`config.mk`:
```
export PLATFORM = sky130hd
export DESIGN_NAME = base64_stream_decoder
export DESIGN_NICKNAME = d
export VERILOG_FILES = /design/src/sv/b64d_pkg.sv /design/src/sv/base64_stream_decoder.sv /design/src/sv/b64d_front.sv /design/src/sv/b64d_fifo.sv /design/src/sv/b64d_back.sv
export SDC_FILE = /design/constraint.sdc
export NUM_CORES = 1
export LEC_CHECK = 0
export BUFFER_PORTS_ARGS = -buffer_cell sky130_fd_sc_hd__buf_2
export CORE_ASPECT_RATIO = 1.75
export CORE_MARGIN = 5
export CORE_UTILIZATION = 30
export DETAILED_ROUTE_END_ITERATION = 12
export GPL_TIMING_DRIVEN = 0
export HOLD_SLACK_MARGIN = 0.15
export MAX_ROUTING_LAYER = met4
export RECOVER_POWER = 25
export SETUP_SLACK_MARGIN = 0.02
export SLEW_MARGIN = 20
export SYNTH_ARGS = -nofsm -noshare
export SYNTH_HDL_FRONTEND = slang
export SYNTH_HIERARCHICAL = 1
export SYNTH_SLANG_ARGS = --single-unit
```
`constraint.sdc`:
```
create_clock -name clk_i -period 7.1 [get_ports clk_i]
set_input_delay 1.065 -clock clk_i [delete_from_list [all_inputs] [get_ports clk_i]]
set_output_delay 1.065 -clock clk_i [all_outputs]
set_load 0.01 [all_outputs]
```
`src/sv/b64d_pkg.sv`:
```
// Shared types, codes and the character classifier for the base64 stream decoder.
`timescale 1ns / 1ps
package b64d_pkg;

  localparam int unsigned FifoDepthDefault = 4;
  localparam logic [15:0] CapacityReset    = 16'hFFFF;

  // Classifier codes beyond the 64 alphabet values
  localparam logic [6:0] SymSkip = 7'd64;
  localparam logic [6:0] SymPad  = 7'd65;
  localparam logic [6:0] SymBad  = 7'd66;

  localparam logic [1:0] StOk       = 2'd0;
  localparam logic [1:0] StBadChar  = 2'd1;
  localparam logic [1:0] StOverflow = 2'd2;

  localparam logic KindData   = 1'b0;
  localparam logic KindStatus = 1'b1;

  // Work handed from the classifier front to the output back end
  typedef struct packed {
    logic [2:0][7:0] data;       // data[0] goes out first
    logic [1:0]      nbytes;
    logic            has_status;
    logic [1:0]      status;
    logic [15:0]     count;
  } job_t;

  function automatic logic [6:0] classify(input logic [7:0] ch);
    logic [6:0] sym;
    sym = SymBad;
    if (ch >= 8'h41 && ch <= 8'h5A) begin
      sym = 7'(ch - 8'h41);
    end else if (ch >= 8'h61 && ch <= 8'h7A) begin
      sym = 7'(ch - 8'h61 + 8'd26);
    end else if (ch >= 8'h30 && ch <= 8'h39) begin
      sym = 7'(ch - 8'h30 + 8'd52);
    end else if (ch == 8'h2B) begin
      sym = 7'd62;
    end else if (ch == 8'h2F) begin
      sym = 7'd63;
    end else if (ch == 8'h0A) begin
      sym = SymSkip;
    end else if (ch == 8'h3D) begin
      sym = SymPad;
    end
    return sym;
  endfunction

endpackage

```
`src/sv/base64_stream_decoder.sv`:
```
// Top level of the base64 stream decoder: front end, job queue and back end.
//
//   port group     | direction | handshake             | payload
//   ---------------+-----------+-----------------------+-----------------------------------
//   input chars    | in        | in_valid_i/in_stall_o | char_present_i, in_char_i, msg_end_i
//   decoded output | out       | out_valid_o/out_stall_i| kind_o, out_byte_o, status_o,
//                  |           |                       | out_count_o, run_last_o
//   capacity reg   | in        | cfg_we_i              | cfg_wdata_i
//
// One character is accepted per cycle while the job queue has room.
// Each character yields a job of zero to four results; the back end emits one result
// per cycle from its output register while the output is not stalled.
// The queue of FifoDepth jobs absorbs bursts; the front stalls only when it is full.
// Reset clears all decode state and sets the capacity to 65535.
`timescale 1ns / 1ps
module base64_stream_decoder import b64d_pkg::*; #(
  parameter int unsigned FifoDepth = FifoDepthDefault
) (
  input  logic        clk_i,
  input  logic        rst_ni,
  input  logic        cfg_we_i,
  input  logic [15:0] cfg_wdata_i,
  input  logic        in_valid_i,
  output logic        in_stall_o,
  input  logic        char_present_i,
  input  logic [7:0]  in_char_i,
  input  logic        msg_end_i,
  output logic        out_valid_o,
  input  logic        out_stall_i,
  output logic        kind_o,
  output logic [7:0]  out_byte_o,
  output logic [1:0]  status_o,
  output logic [15:0] out_count_o,
  output logic        run_last_o
);

  logic q_push, q_full, q_pop, q_empty;
  job_t push_job, head_job;

  b64d_front u_front (
    .clk_i          (clk_i),
    .rst_ni         (rst_ni),
    .cfg_we_i       (cfg_we_i),
    .cfg_wdata_i    (cfg_wdata_i),
    .in_valid_i     (in_valid_i),
    .in_stall_o     (in_stall_o),
    .char_present_i (char_present_i),
    .in_char_i      (in_char_i),
    .msg_end_i      (msg_end_i),
    .q_full_i       (q_full),
    .q_push_o       (q_push),
    .q_job_o        (push_job)
  );

  b64d_fifo #(
    .Depth (FifoDepth)
  ) u_fifo (
    .clk_i      (clk_i),
    .rst_ni     (rst_ni),
    .push_i     (q_push),
    .push_job_i (push_job),
    .full_o     (q_full),
    .pop_i      (q_pop),
    .head_job_o (head_job),
    .empty_o    (q_empty)
  );

  b64d_back u_back (
    .clk_i       (clk_i),
    .rst_ni      (rst_ni),
    .head_job_i  (head_job),
    .q_empty_i   (q_empty),
    .q_pop_o     (q_pop),
    .out_valid_o (out_valid_o),
    .out_stall_i (out_stall_i),
    .kind_o      (kind_o),
    .out_byte_o  (out_byte_o),
    .status_o    (status_o),
    .out_count_o (out_count_o),
    .run_last_o  (run_last_o)
  );

endmodule

```
`src/sv/b64d_front.sv`:
```
// Front end: accepts characters, tracks the decode state and builds output jobs.
`timescale 1ns / 1ps
module b64d_front import b64d_pkg::*; (
  input  logic        clk_i,
  input  logic        rst_ni,
  input  logic        cfg_we_i,
  input  logic [15:0] cfg_wdata_i,
  input  logic        in_valid_i,
  output logic        in_stall_o,
  input  logic        char_present_i,
  input  logic [7:0]  in_char_i,
  input  logic        msg_end_i,
  input  logic        q_full_i,
  output logic        q_push_o,
  output job_t        q_job_o
);

  logic [15:0] cap_q;
  logic [17:0] acc_q, acc_d;
  logic [1:0]  cnt_q, cnt_d;
  logic [15:0] bc_q, bc_d;
  logic        pad_q, pad_d;
  logic [1:0]  err_q, err_d;
  logic        accept;
  logic [6:0]  sym;
  job_t        job;

  assign in_stall_o = q_full_i;
  assign accept     = in_valid_i && !q_full_i;
  assign sym        = classify(in_char_i);

  always_comb begin
    acc_d = acc_q;
    cnt_d = cnt_q;
    bc_d  = bc_q;
    pad_d = pad_q;
    err_d = err_q;
    job   = '0;

    if (char_present_i && err_q == StOk && !pad_q) begin
      if (sym == SymSkip) begin
        // line feed: nothing to do
      end else if (sym == SymBad) begin
        err_d = StBadChar;
      end else if (sym == SymPad) begin
        pad_d = 1'b1;
      end else if (cnt_q == 2'd3) begin
        if ({1'b0, bc_q} + 17'd3 > {1'b0, cap_q}) begin
          err_d = StOverflow;
        end else begin
          job.data[0] = acc_q[17:10];
          job.data[1] = acc_q[9:2];
          job.data[2] = {acc_q[1:0], sym[5:0]};
          job.nbytes  = 2'd3;
          bc_d        = bc_q + 16'd3;
        end
        acc_d = '0;
        cnt_d = '0;
      end else begin
        acc_d = {acc_q[11:0], sym[5:0]};
        cnt_d = cnt_q + 2'd1;
      end
    end

    if (msg_end_i) begin
      // flush the leftover sextets; a group above never leaves a leftover
      if (err_d == StOk) begin
        if (cnt_d == 2'd3) begin
          if ({1'b0, bc_d} + 17'd2 > {1'b0, cap_q}) begin
            err_d = StOverflow;
          end else begin
            job.data[0] = acc_d[17:10];
            job.data[1] = acc_d[9:2];
            job.nbytes  = 2'd2;
            bc_d        = bc_d + 16'd2;
          end
        end else if (cnt_d == 2'd2) begin
          if ({1'b0, bc_d} + 17'd1 > {1'b0, cap_q}) begin
            err_d = StOverflow;
          end else begin
            job.data[0] = acc_d[11:4];
            job.nbytes  = 2'd1;
            bc_d        = bc_d + 16'd1;
          end
        end
      end
      job.has_status = 1'b1;
      job.status     = err_d;
      job.count      = bc_d;
      acc_d = '0;
      cnt_d = '0;
      bc_d  = '0;
      pad_d = 1'b0;
      err_d = StOk;
    end
  end

  assign q_job_o  = job;
  assign q_push_o = accept && (job.has_status || job.nbytes != 2'd0);

  always_ff @(posedge clk_i or negedge rst_ni) begin
    if (!rst_ni) begin
      cap_q <= CapacityReset;
      acc_q <= '0;
      cnt_q <= '0;
      bc_q  <= '0;
      pad_q <= 1'b0;
      err_q <= StOk;
    end else begin
      if (cfg_we_i) begin
        cap_q <= cfg_wdata_i;
      end
      if (accept) begin
        acc_q <= acc_d;
        cnt_q <= cnt_d;
        bc_q  <= bc_d;
        pad_q <= pad_d;
        err_q <= err_d;
      end
    end
  end

endmodule

```
`src/sv/b64d_fifo.sv`:
```
// Small job queue between the front and back ends.
`timescale 1ns / 1ps
module b64d_fifo import b64d_pkg::*; #(
  parameter int unsigned Depth = FifoDepthDefault
) (
  input  logic clk_i,
  input  logic rst_ni,
  input  logic push_i,
  input  job_t push_job_i,
  output logic full_o,
  input  logic pop_i,
  output job_t head_job_o,
  output logic empty_o
);

  localparam int unsigned PtrW = (Depth > 1) ? $clog2(Depth) : 1;
  localparam int unsigned CntW = $clog2(Depth + 1);

  job_t            mem_q [Depth];
  logic [PtrW-1:0] wr_ptr_q, rd_ptr_q;
  logic [CntW-1:0] cnt_q;
  logic            do_push, do_pop;

  assign full_o     = (cnt_q == CntW'(Depth));
  assign empty_o    = (cnt_q == '0);
  assign head_job_o = mem_q[rd_ptr_q];
  assign do_push    = push_i && !full_o;
  assign do_pop     = pop_i && !empty_o;

  always_ff @(posedge clk_i) begin
    if (do_push) begin
      mem_q[wr_ptr_q] <= push_job_i;
    end
  end

  always_ff @(posedge clk_i or negedge rst_ni) begin
    if (!rst_ni) begin
      wr_ptr_q <= '0;
      rd_ptr_q <= '0;
      cnt_q    <= '0;
    end else begin
      if (do_push) begin
        wr_ptr_q <= (wr_ptr_q == PtrW'(Depth - 1)) ? '0 : wr_ptr_q + 1'b1;
      end
      if (do_pop) begin
        rd_ptr_q <= (rd_ptr_q == PtrW'(Depth - 1)) ? '0 : rd_ptr_q + 1'b1;
      end
      if (do_push && !do_pop) begin
        cnt_q <= cnt_q + 1'b1;
      end else if (do_pop && !do_push) begin
        cnt_q <= cnt_q - 1'b1;
      end
    end
  end

endmodule

```
`src/sv/b64d_back.sv`:
```
// Back end: expands each job into data bytes and, if present, a status record, one per cycle unless stalled.
`timescale 1ns / 1ps
module b64d_back import b64d_pkg::*; (
  input  logic        clk_i,
  input  logic        rst_ni,
  input  job_t        head_job_i,
  input  logic        q_empty_i,
  output logic        q_pop_o,
  output logic        out_valid_o,
  input  logic        out_stall_i,
  output logic        kind_o,
  output logic [7:0]  out_byte_o,
  output logic [1:0]  status_o,
  output logic [15:0] out_count_o,
  output logic        run_last_o
);

  logic [1:0]  idx_q;
  logic        valid_q;
  logic        kind_q, last_q;
  logic [7:0]  byte_q;
  logic [1:0]  status_q;
  logic [15:0] count_q;
  logic        load;
  logic [2:0]  total;
  logic        is_last, is_data;

  assign load    = (!valid_q || !out_stall_i) && !q_empty_i;
  assign total   = {1'b0, head_job_i.nbytes} + {2'b00, head_job_i.has_status};
  assign is_last = ({1'b0, idx_q} + 3'd1 == total);
  assign is_data = (idx_q < head_job_i.nbytes);
  assign q_pop_o = load && is_last;

  always_ff @(posedge clk_i or negedge rst_ni) begin
    if (!rst_ni) begin
      idx_q    <= '0;
      valid_q  <= 1'b0;
      kind_q   <= KindData;
      last_q   <= 1'b0;
      byte_q   <= '0;
      status_q <= StOk;
      count_q  <= '0;
    end else begin
      if (load) begin
        valid_q <= 1'b1;
        last_q  <= is_last;
        idx_q   <= is_last ? 2'd0 : idx_q + 2'd1;
        if (is_data) begin
          kind_q   <= KindData;
          byte_q   <= head_job_i.data[idx_q];
          status_q <= StOk;
          count_q  <= '0;
        end else begin
          kind_q   <= KindStatus;
          byte_q   <= '0;
          status_q <= head_job_i.status;
          count_q  <= head_job_i.count;
        end
      end else if (!out_stall_i) begin
        // transaction taken, nothing new to show
        valid_q <= 1'b0;
      end
    end
  end

  assign out_valid_o = valid_q;
  assign kind_o      = kind_q;
  assign out_byte_o  = byte_q;
  assign status_o    = status_q;
  assign out_count_o = count_q;
  assign run_last_o  = last_q;

endmodule

```
Word level (Yosys, flattened, before mapping)
Memories as Yosys holds them, arrays and structs flattened. Index checks and enable logic that the tools add are counted.

Add/subtract/negate cells: 19. $lt $le $gt $ge: 11. Equality and inequality tests: 18. Muxes and demuxes: 76. Reductions and logical operators: 31.

Operators by type and width (number): 16-bit two-way mux (13); 26-bit two-way mux (6); 18-bit two-way mux (8); 17-bit by 16-bit greater-than comparator with 1-bit output (3); 2-bit two-way mux (23); 7-bit two-way mux (6); 37-bit two-way mux (1); 16-bit by 2-bit adder with 17-bit output (second input constant) (2); 16-bit by 2-bit adder with 16-bit output (second input constant) (2); 10-bit two-way mux (3); 8-bit by 6-bit equality test with 1-bit output (second input constant) (3); 8-bit two-way mux (3); 7-bit equality test (second input constant) (3); 16-bit by 1-bit adder with 17-bit output (second input constant) (1); 16-bit by 1-bit adder with 16-bit output (second input constant) (1); 8-bit binary-select mux with 2-bit select (1); 8-bit by 7-bit >= comparator with 1-bit output (second input constant) (2); 8-bit by 7-bit less-or-equal comparator with 1-bit output (second input constant) (2); 7-bit subtractor (second input constant) (2); 1-bit logical AND (13); 2-bit equality test (second input constant) (5); 1-bit two-way mux (10); 5-bit AND reduction (2); 2-bit by 1-bit adder with 2-bit output (second input constant) (4); 22 further kinds (36).

Bits in registers: 93. RAM bits: 180. Bits of input ports: 31. Output and inout bits: 30. Memories: 1.

Memory list: u_fifo.mem_q (depth 4, width 45, rd ports 1, clocked after Yosys merged registers in 0, write ports 1, RTL line b64d_fifo.sv:19) `job_t mem_q [Depth];`.

Longest topological paths before layout
Gate-level depths: netlist of run 1.

Word-level depth: 28. Depth in mapped cells: 39. Gate-level depth less buffers: 36.

By module
The synthesis of run 1 kept the hierarchy.

Modules (own cells, without submodules): b64d_fifo (instances 1, cells each 272, area each 6952.9 um^2, seq. area each 5580.4 um^2); b64d_front (instances 1, cells each 858, area each 6671.4 um^2, seq. area each 1396.3 um^2); b64d_back (instances 1, cells each 148, area each 1480.2 um^2, seq. area each 775.7 um^2).

Least setup slack after synthesis of run 1
No wires, ideal clock.

Path kind: reg2reg. Start point: register u_front.bc_q[2]. End point: memory u_fifo/mem_q[0][9] (netlist bit) (data pin). Setup time: 226 ps. Arrival: 7616 ps. Required time: 6874 ps. Slack: -742 ps. Stages on the path, launching flop included: 38. Path buffers: 5. Period minus slack after synthesis: 7842 ps. Cell sequence: dfrtp_1 clkbuf_1 o21ai_1 nor2_1 and4_1 and3_1 clkbuf_1 nor2b_1 xor2_1 ha_1 a211o_1 nor4_1 a21oi_1 a21boi_0 o31ai_4 clkbuf_1 nor2_1 a21oi_1 [... 2 more ...] clkbuf_1 nand3_1 o22a_1 a211o_1 nor2_1 xnor2_1 ha_1 o21a_1 o21a_1 o31a_1 o41ai_1 nand4_1 nor2_1 nor2_1 a211oi_2 buf_2 a21oi_1 o32ai_1.

RTL lines: start, declared (RTL line b64d_front.sv:21) `logic [15:0] bc_q, bc_d;`; start signal, assigned (RTL line b64d_front.sv:106) `bc_q <= '0;`; start signal, assigned (RTL line b64d_front.sv:116) `bc_q <= bc_d;`; end, declared (RTL line b64d_fifo.sv:19).

==> results of run 1 <==
[report_power, final]
part | internal, W | leakage (nW) | switching, W
Clock | 0.000825 | 0.416 | 0.000621
Combinational | 0.000882 | 3.69 | 0.00116
Sequential | 0.00199 | 2.83 | 0.000140
[through the flow]
stage / TNS, ns / worst slack, ns / instance area (um2) / utilization / hold WS, ns
after floorplan: 0 / 0.0190 / 15300 / - / 0.478
after global placement: -521.91 / -2.91 / 16500 / 0.331 / 0.467
after detailed placement: -357.87 / -2.93 / 16600 / 0.334 / 0.466
after CTS: -70.42 / -0.604 / 18400 / 0.370 / 0.412
after global routing: -112.20 / -0.931 / 18800 / 0.377 / 0.510
final: -91.66 / -0.818 / 18800 / 0.377 / 0.477
[worst paths after layout]
check,start,end,cells after the start
setup / recovery,u_front/bc_q[0],u_fifo/mem_q[1][14],31
hold reg to reg,u_back/out_count_o[2],u_back/out_count_o[2],2
setup reg to reg,u_front/bc_q[0],u_fifo/mem_q[1][14],31
hold / removal,u_back/out_count_o[2],u_back/out_count_o[2],2
min in group asynchronous,rst_ni,u_back/out_count_o[15],1
max in group asynchronous,rst_ni,u_front/bc_q[0],2
[final cells by class]
| class | count | area [um2] | area share |
|---|---|---|---|
| Inverter | 38 | 163 | 0.00867 |
| Timing Repair Buffer | 136 | 1000 | 0.0535 |
| Clock buffer | 33 | 708 | 0.0377 |
| Tap cell | 660 | 826 | 0.0440 |
| Sequential cell | 273 | 7750 | 0.413 |
| Antenna cell | 3 | 7.51 | 0.000400 |
| Multi-Input combinational cell | 896 | 7770 | 0.414 |
| Clock inverter | 15 | 175 | 0.00933 |
| Buffer | 68 | 358 | 0.0191 |
[flip-flops by register name, indices dropped and copies added (netlist names), 2 cells and up]
name                flops
u_front/cap_q          16
u_back/out_count_o     16
u_fifo/wr_ptr_q         2
u_fifo/cnt_q            3
u_front/acc_q          18
u_fifo/rd_ptr_q         2
u_back/status_o         2
u_front/err_q           2
u_fifo/mem_q          180
u_front/cnt_q           2
u_front/bc_q           16
u_back/idx_q            2
u_back/out_byte_o       8
[repair_timing]
action / in CTS / in global routing
resized for setup: 107 / 39
setup endpoints to repair: 140 / 140
cloned: 1 / 0
setup buffers: 53 / 20
pin swaps: 51 / 17
endpoints found under the hold margin: 0 / 0
[cells by family (layout without fill, tap and decap cells)]
logic type | after synthesis | count (layout) | share of synthesized area
fa+ha+maj | 72 | 72 | 0.0601
other cells | 0 | 3 | 0
simple gates | 370 | 370 | 0.119
xor+xnor | 67 | 67 | 0.0389
flops | 273 | 273 | 0.513
compound gates | 311 | 312 | 0.148
buf+inv | 110 | 290 | 0.0324
mux | 75 | 75 | 0.0883
[synthesized netlist by cell type, types with 16 or more instances]
library cell and count:
nor2_1 62, nand4_1 16, dfstp_2 16, edfxtp_1 180, xnor2_1 39, nand3_1 26
dfrtp_1 77, clkbuf_1 42, nand2_1 150, ha_1 71, mux4_2 45, a22oi_1 27
mux2i_1 23, xor2_1 28, nor3_1 22, o21ai_0 92, a21oi_1 38, inv_1 37
[worst max-delay path: cells and delay by family (launching register included)]
| family | cells | cell delay, ns |
|---|---|---|
| fa+ha+maj | 4 | 1.21 |
| simple gates | 11 | 2.01 |
| flops | 1 | 0.46 |
| compound gates | 10 | 2.48 |
| xor+xnor | 3 | 0.82 |
| buf+inv | 3 | 0.65 |
[routing by layer]
layer	vias up	track usage	wire, um
li1	5189	-	-
met1	5439	0.166	15900
met2	323	0.303	24300
met3	137	0.0196	1870
met4	0	0.107	3460
met5	-	-	0
==> metrics.cfg, run 1 <==
[logic_synthesis]
synth_nets = 1381
synth.distinct_cells = 90
yosys_warnings = 6
post_synth.cell_area_avg_um2 = 11.8
syn_inst = 1278
yosys.area.top_type = edfxtp_1
synth_area_leaders = edfxtp_1 (36%), dfrtp_1 (13%), mux4_2 (6.7%), ha_1 (5.9%), nand2_1 (3.7%)
yosys.area.top_type_share = 0.358
ys_seq_area_frac = 0.513
synth-seq-cells = 273
synth-edff-count = 180
async_reset_ff_frac = 0.341
synth_area_mm2 = 0.0151
synth_ff_type = edfxtp_1

[power_and_ir_drop]
ir_worst_vdd_v = 0.000161
total_power_w = 0.00562
p_per_area_mw_per_mm2 = 299
p_leak_nw = 6.93

[global_routing]
grt_remaining_overflow = 0
grt_pass1_vias = 11525
antenna_found_initial = 3
grt_pass1_wl_um = 69400
grt_max_degree = 58
grtUsageTotal = 0.166

[final_layout]
area_growth_pct = 24.2
layout_commonest_cell = edfxtp_1
stdcell_count = 2122
fillers = 4855
layout_common_cells = edfxtp_1 (180), nand2_1 (146), o21ai_0 (85)
layout-drive-gt1-share = 0.287
nNetsFinal = 1542

[floorplan]
die_w_um = 180
pin_count = 61
dieArea_mm2 = 0.0551
dieHeight_um = 307
core_area_mm2 = 0.0497
rows = 108
start_util = 0.304

[timing]
worst_pin_slew_ns = 3.61
fin_crit_sh = 1.12
finClkSkew_ns = 0.0257
min_period_ns = 7.92
drv_slew = 96
setup_ws_ns = -0.818
rsz0062_at_grt = true
setup_viol = 140
final-hold-violation-count = 0
maxSlewHeadroom = -1.41
max_freq_mhz = 126

[clocking]
clkTransAtPathRegs_ns = 0.07
clock_latency_ns = 0.55
htree_levels = 1
cts_root_buffer = clkbuf_16
cts_sinks = 273
cts_tree = yes
cts_hold_buf = 0
cts_buffers = 26
clockBufferDepth = 3

[route]
postRouteAntennaNets = 0
via_per_inst = 5.23
vias = 11088
avgRoutedWirePerCell_um = 21.5
dr.pass1.iters = 6
drt_iter0_markers = 729
drc_errors = 0
postRouteWirelength_um = 45500

[setup_path]
cpPeakStageDelay_ns = 0.46
cp-start-kind = flop
crit_type = flop to flop
worstPathRequired_ns = 7.38
cp_max_fo = 10
cp.arrival_ns = 8.20
end_kind = flop
reg2reg_slack_ns = -0.82
critPathSlowestCell = dfrtp_2

[placed_design]
placed_cells = 2002
dp_hpwl_um = 33700
numPortBuffers = 59
place_congestion = 0.960

[run_status]
violations = max-capacitance violations, max-slew violations, negative setup slack
status = finished, violations left

[job]
maxCapViolCount = 2

[min_path]
hold_class = flop to flop

Note: power is estimated with default switching activity, not from simulation.
==> run 2, diff against run 1 <==
RECOVER_POWER = 50   (was 25)
==> run 2 against run 1 <==
  * The flow still finishes with violations (max-capacitance violations, max-slew violations, negative setup slack)
  * Largest power group unchanged
  * Register-to-register slack hardly changed
  * Via count hardly changed
  * Sequential power is essentially flat
  * Setup slack better by 0.0078 ns
  * Maximum frequency is essentially flat
  * Clock power is essentially flat
  * Power is 0.85% lower
==> metrics.cfg, run 2 (synthesis gave the netlist of run 1 again) <==
[run_status]
status = finished, violations left
violations = max-capacitance violations, max-slew violations, negative setup slack

[route]
vias = 11098  ; +0.090%
postRouteAntennaNets = 0  ; unchanged
via_per_inst = 5.23  ; about the same
drc_errors = 0  ; unchanged
postRouteWirelength_um = 45600  ; +0.17%
drt_iter0_markers = 684  ; -6.2%
dr.pass1.iters = 5  ; -1
avgRoutedWirePerCell_um = 21.5  ; +0.17%

[setup_path]
crit_type = flop to flop
rr_startpoint = u_front/bc_q[0]
reg2reg_slack_ns = -0.81  ; about the same
cp_max_fo = 10  ; unchanged
worstPathRequired_ns = 7.38  ; about the same
end_kind = flop
cpPeakStageDelay_ns = 0.45  ; about the same
critPathSlowestCell = dfrtp_2
r2r_cells = 31  ; unchanged
cp.arrival_ns = 8.19  ; about the same
timing.rr.end = u_fifo/mem_q[1][14]
cp-start-kind = flop
startpoint = u_front/bc_q[0]
endpoint = u_fifo/mem_q[1][14]

[timing]
finClkSkew_ns = 0.0235  ; -0.00214 ns
rsz0062_at_grt = true
worst_pin_slew_ns = 3.59  ; -0.0214 ns
setup_viol = 140  ; unchanged
setup_ws_ns = -0.810  ; +0.00782 ns
min_period_ns = 7.91  ; -0.00782 ns
drv_slew = 96  ; unchanged
max_freq_mhz = 126  ; about the same
fin_crit_sh = 1.11  ; about the same
maxSlewHeadroom = -1.39  ; +0.0143
final-hold-violation-count = 0  ; unchanged

[placed_design]
place_congestion = 0.960  ; unchanged
dpl_worst_slack_ns = -2.93  ; unchanged
dp_hpwl_um = 33700  ; unchanged
numPortBuffers = 59  ; unchanged

[power_and_ir_drop]
ir_worst_vdd_v = 0.000161  ; about the same
p_per_area_mw_per_mm2 = 298  ; -0.42%
p_leak_nw = 6.81  ; -1.8%

[final_layout]
layout_commonest_cell = edfxtp_1
postLayoutCoreUtil = 0.376  ; -0.00161
fillers = 4867  ; +0.25%
layout-drive-gt1-share = 0.263  ; -0.0247
max_flop_register = u_fifo/mem_q
regArea_mm2 = 0.00775  ; unchanged
reg_top3 = u_fifo/mem_q: 180 flops, u_front/acc_q: 18 flops
area_growth_pct = 23.7
layout_common_cells = edfxtp_1 (180), nand2_1 (146), o21ai_0 (85)
multiInputGateArea_mm2 = 0.00773  ; -0.52%
largest_register_ffs = 180  ; unchanged
nNetsFinal = 1542  ; unchanged

[clocking]
clockBufferDepth = 3  ; unchanged
cts_tree = yes
htree_levels = 1  ; unchanged
cts_hold_buf = 0  ; unchanged
clock_latency_ns = 0.55  ; about the same
cts_buffers = 26  ; unchanged
cts_root_buffer = clkbuf_16
cts_sinks = 273  ; unchanged
clkTransAtPathRegs_ns = 0.07  ; about the same

[global_routing]
grt_remaining_overflow = 0  ; unchanged
antenna_found_initial = 3  ; unchanged
grtUsageTotal = 0.166  ; unchanged
grt_pass1_vias = 11525  ; unchanged
grt_max_degree = 58  ; unchanged
grt_pass1_wl_um = 69400  ; unchanged

[floorplan]
core_area_mm2 = 0.0497  ; unchanged
start_util = 0.304  ; unchanged
die_w_um = 180  ; unchanged
dieHeight_um = 307  ; unchanged
rows = 108  ; unchanged
pin_count = 61  ; unchanged
dieArea_mm2 = 0.0551  ; unchanged

[job]
maxCapViolCount = 2  ; unchanged

[min_path]
hold_class = flop to flop

## run 2: cell count changes in the layout (fill, tap and decap cells not counted)
cell and change:
clkbuf_1 +32, o31ai_1 +1, nor3b_4 -1, a21oi_4 -1, a211oi_1 +1, a211oi_4 -1
buf_2 -31, nor3b_1 +1, a21oi_1 +1, o31ai_2 -1, clkbuf_2 -1
## run 2: cell type report
cell class,instances,share of cell area
Clock buffer,33,0.0379
Antenna cell,3,0.000402
Multi-Input combinational cell,896,0.414
Clock inverter,15,0.00937
Inverter,38,0.00870
Timing Repair Buffer,136,0.0518
Sequential cell,273,0.415
Tap cell,660,0.0442
Buffer,68,0.0190
## run 2: per-layer routing
layer,global-route usage,part of all wire
met5,-,0
met4,0.107,0.077
met3,0.0196,0.037
met2,0.303,0.53
met1,0.166,0.35
## run 2: worst max-delay path, delay by kind of cell (launching register included)
family | cells | cell delay (ns)
AOI/OAI and AO/OA | 10 | 2.49
buffers and inverters | 3 | 0.65
and+or+nand+nor | 11 | 2.02
xor gates and xnor gates | 3 | 0.80
DFF | 1 | 0.45
adders and majority gates | 4 | 1.20
## run 2: worst min path at each step
stage	to	from	slack (ns)	depth (start not counted)
floorplan	u_front/acc_q[1]	u_front/acc_q[1]	0.48	2
global placement	u_back/out_count_o[3]	u_back/out_count_o[3]	0.47	2
detailed placement	u_back/out_count_o[3]	u_back/out_count_o[3]	0.47	2
CTS	u_back/out_count_o[10]	rst_ni	0.41	1
global route	u_back/out_count_o[1]	u_back/out_count_o[1]	0.51	2
finish	u_back/out_count_o[2]	u_back/out_count_o[2]	0.48	2
## run 2: repair_timing
item	in CTS	in global routing
setup buffers	53	20
pin swaps	51	17
resized for setup	107	39
cloned	1	0
setup endpoints to repair	140	140
## run 2: stage by stage
step | TNS (ns) | total power [W] | hold WS [ns] | area, um2 | cells
floorplan | 0 | 0.00340 | 0.478 | 15300 | 1278
global placement | -521.91 | 0.00395 | 0.467 | 16500 | 1997
detailed placement | -357.87 | 0.00401 | 0.466 | 16600 | 2002
CTS | -70.42 | 0.00561 | 0.412 | 18400 | 2102
global route | -112.20 | 0.00588 | 0.515 | 18700 | 2122
finish | -91.09 | 0.00557 | 0.481 | 18700 | 2122
## run 2: power breakdown
part | leakage [nW] | total (W) | switching (W) | internal (W)
logic | 3.56 | 0.00200 | 0.00115 | 0.000849
registers | 2.83 | 0.00213 | 0.000138 | 0.00199
clock network | 0.416 | 0.00145 | 0.000622 | 0.000825
total | 6.81 | 0.00557 | 0.00191 | 0.00366
==> run 3, diff against run 2 <==
clock period = 7.6 ns   (was 7.1 ns; I/O delays follow)
==> run 3 against run 2 <==
  * Flip-flop and latch count unchanged
  * Clock power about the same
  * Power decreased by 5.1%
  * Maximum frequency shrank 0.46%
  * Combinational power fell by 7%
  * Wire length increased by 1.7%
  * The flow still finishes with violations (max-capacitance violations, max-slew violations, negative setup slack)
  * Core utilization barely moved
  * Sequential share of layout area about the same
  * Highest routed layer unchanged
  * Register-to-register slack gained 0.46 ns
  * Cell count about the same
  * First-iteration DRC count is 8.5% lower
  * Critical path depth is the same
==> metrics.cfg, run 3 (synthesis gave the netlist of run 1 again) <==
[clocking]
clock_latency_ns = 0.55  ; about the same
htree_levels = 1  ; unchanged
clkTransAtPathRegs_ns = 0.07  ; about the same
cts_root_buffer = clkbuf_16
cts_tree = yes
cts_sinks = 273  ; unchanged
clockBufferDepth = 3  ; unchanged
cts_buffers = 26  ; unchanged

[final_layout]
fillers = 4854  ; -0.27%
layout_common_cells = edfxtp_1 (180), nand2_1 (147), o21ai_0 (83)
layout_commonest_cell = edfxtp_1
max_flop_register = u_fifo/mem_q
regArea_mm2 = 0.00775  ; unchanged
multiInputGateArea_mm2 = 0.00773  ; about the same
nNetsFinal = 1541  ; -0.065%
layout-drive-gt1-share = 0.259  ; -0.00394
area_growth_pct = 23.7  ; about the same
postLayoutCoreUtil = 0.376  ; about the same
stdcell_count = 2120  ; -0.094%
reg_top3 = u_fifo/mem_q: 180 flops, u_front/acc_q: 18 flops
largest_register_ffs = 180  ; unchanged

[route]
via_per_inst = 5.31  ; +1.6%
dr.pass1.iters = 5  ; unchanged
drc_errors = 0  ; unchanged
drt_iter0_markers = 626  ; -8.5%
vias = 11267  ; +1.5%
postRouteAntennaNets = 0  ; unchanged
avgRoutedWirePerCell_um = 21.9  ; +1.8%
postRouteWirelength_um = 46400  ; +1.7%

[floorplan]
rows = 108  ; unchanged
dieArea_mm2 = 0.0551  ; unchanged
die_w_um = 180  ; unchanged
start_util = 0.304  ; unchanged
dieHeight_um = 307  ; unchanged
pin_count = 61  ; unchanged
core_area_mm2 = 0.0497  ; unchanged

[placed_design]
place_congestion = 0.963  ; +0.30%
numPortBuffers = 59  ; unchanged
dp_hpwl_um = 34500  ; +2.4%
placed_cells = 2003  ; +0.050%

[timing]
max_freq_mhz = 126  ; -0.46%
fin_crit_sh = 1.05  ; -0.0685
rsz0062_at_grt = true
setup_ws_ns = -0.347  ; +0.463 ns
setup_viol = 136  ; -2.9%
drv_slew = 112  ; +17%
whs_ns = 0.487  ; +0.00516 ns
worst_pin_slew_ns = 3.60  ; +0.0134 ns
finClkSkew_ns = 0.0252  ; +0.00169 ns
maxSlewHeadroom = -1.40  ; -0.00891
final-hold-violation-count = 0  ; unchanged
min_period_ns = 7.95  ; +0.0366 ns

[setup_path]
end_kind = flop
cp-start-kind = flop
cp.arrival_ns = 8.34  ; +0.15 ns
cp_max_fo = 8  ; -2
cp.buffers_inverters = 4  ; +1
cp_top_family = simple AND/OR/NAND/NOR gates
cpPeakStageDelay_ns = 0.53  ; +0.08 ns
critPathSlowestCell = or3_1
worstPathRequired_ns = 7.99  ; +0.61 ns
crit_type = flop to flop

[global_routing]
grt_remaining_overflow = 0  ; unchanged
grtUsageTotal = 0.167  ; +0.000953
grt_pass1_vias = 11658  ; +1.2%
grt_pass1_wl_um = 70000  ; +0.89%
grt_max_degree = 58  ; unchanged
antenna_found_initial = 2  ; -1

[job]
maxCapViolCount = 4  ; +2

[run_status]
violations = max-capacitance violations, max-slew violations, negative setup slack
status = finished, violations left

[power_and_ir_drop]
ir_worst_vdd_v = 0.000164  ; +1.5%
p_per_area_mw_per_mm2 = 283  ; -5.1%
p_leak_nw = 6.85  ; +0.63%
total_power_w = 0.00528  ; -5.1%

[min_path]
hold_class = flop to flop

-- run 3: metrics by stage --
step	setup WS [ns]	area, um2	setup TNS (ns)
CTS	-0.397	18300	-40.84
floorplan	0.0267	15100	0
detailed placement	-3.66	16400	-440.30
finish	-0.347	18700	-30.80
global route	-0.539	18700	-55.03
global placement	-4.13	16200	-704.37
-- run 3: metal layers --
layer  part of all wire  global-route usage  up-vias
met1               0.34               0.163     5591
met2               0.54               0.315      348
met3              0.038              0.0179      143
met5                  0                   -        -
li1                   -                   -     5185
met4              0.076              0.0995        0
-- run 3: layout make-up --
type | instances | area share
clock inverters | 15 | 0.0123
flip-flops and latches | 273 | 0.415
plain buffers | 69 | 0.0182
multi-input cells | 896 | 0.414
repair buffers | 134 | 0.0503
clock buffers | 33 | 0.0384
diodes | 2 | 0.000268
inverters | 38 | 0.00783
well taps | 660 | 0.0442
-- run 3: path summary, 6_finish.rpt --
path / from / end / slack [ns] / depth (start not counted)
hold / removal: u_back/out_count_o[4] / u_back/out_count_o[4] / 0.49 / 2
hold reg to reg: u_back/out_count_o[4] / u_back/out_count_o[4] / 0.49 / 2
setup / recovery: u_front/bc_q[0] / u_fifo/mem_q[3][23] / -0.35 / 31
setup reg to reg: u_front/bc_q[0] / u_fifo/mem_q[3][23] / -0.35 / 31
max in group asynchronous: rst_ni / u_front/bc_q[0] / 1.86 / 2
min in group asynchronous: rst_ni / u_back/out_count_o[12] / 1.19 / 1
-- run 3: worst reg2reg max path, delay by kind of cell, from the launching register on --
kind | cells | cell delay, ns
compound gates | 10 | 2.42
xor+xnor | 3 | 0.58
fa+ha+maj | 3 | 0.89
buf+inv | 4 | 0.72
flops | 1 | 0.47
simple gates | 11 | 2.74
-- run 3: timing repair --
item	4_1_cts	5_1_grt
resized for setup	126	60
setup endpoints to repair	140	140
setup buffers	49	21
pin swaps	51	58
hold buffers	0	0
gates cloned	1	0
-- run 3: where the power goes --
part	switching, W	internal (W)	leakage (nW)
Combinational	0.00109	0.000776	3.55
Sequential	0.000131	0.00186	2.83
Clock	0.000583	0.000850	0.467
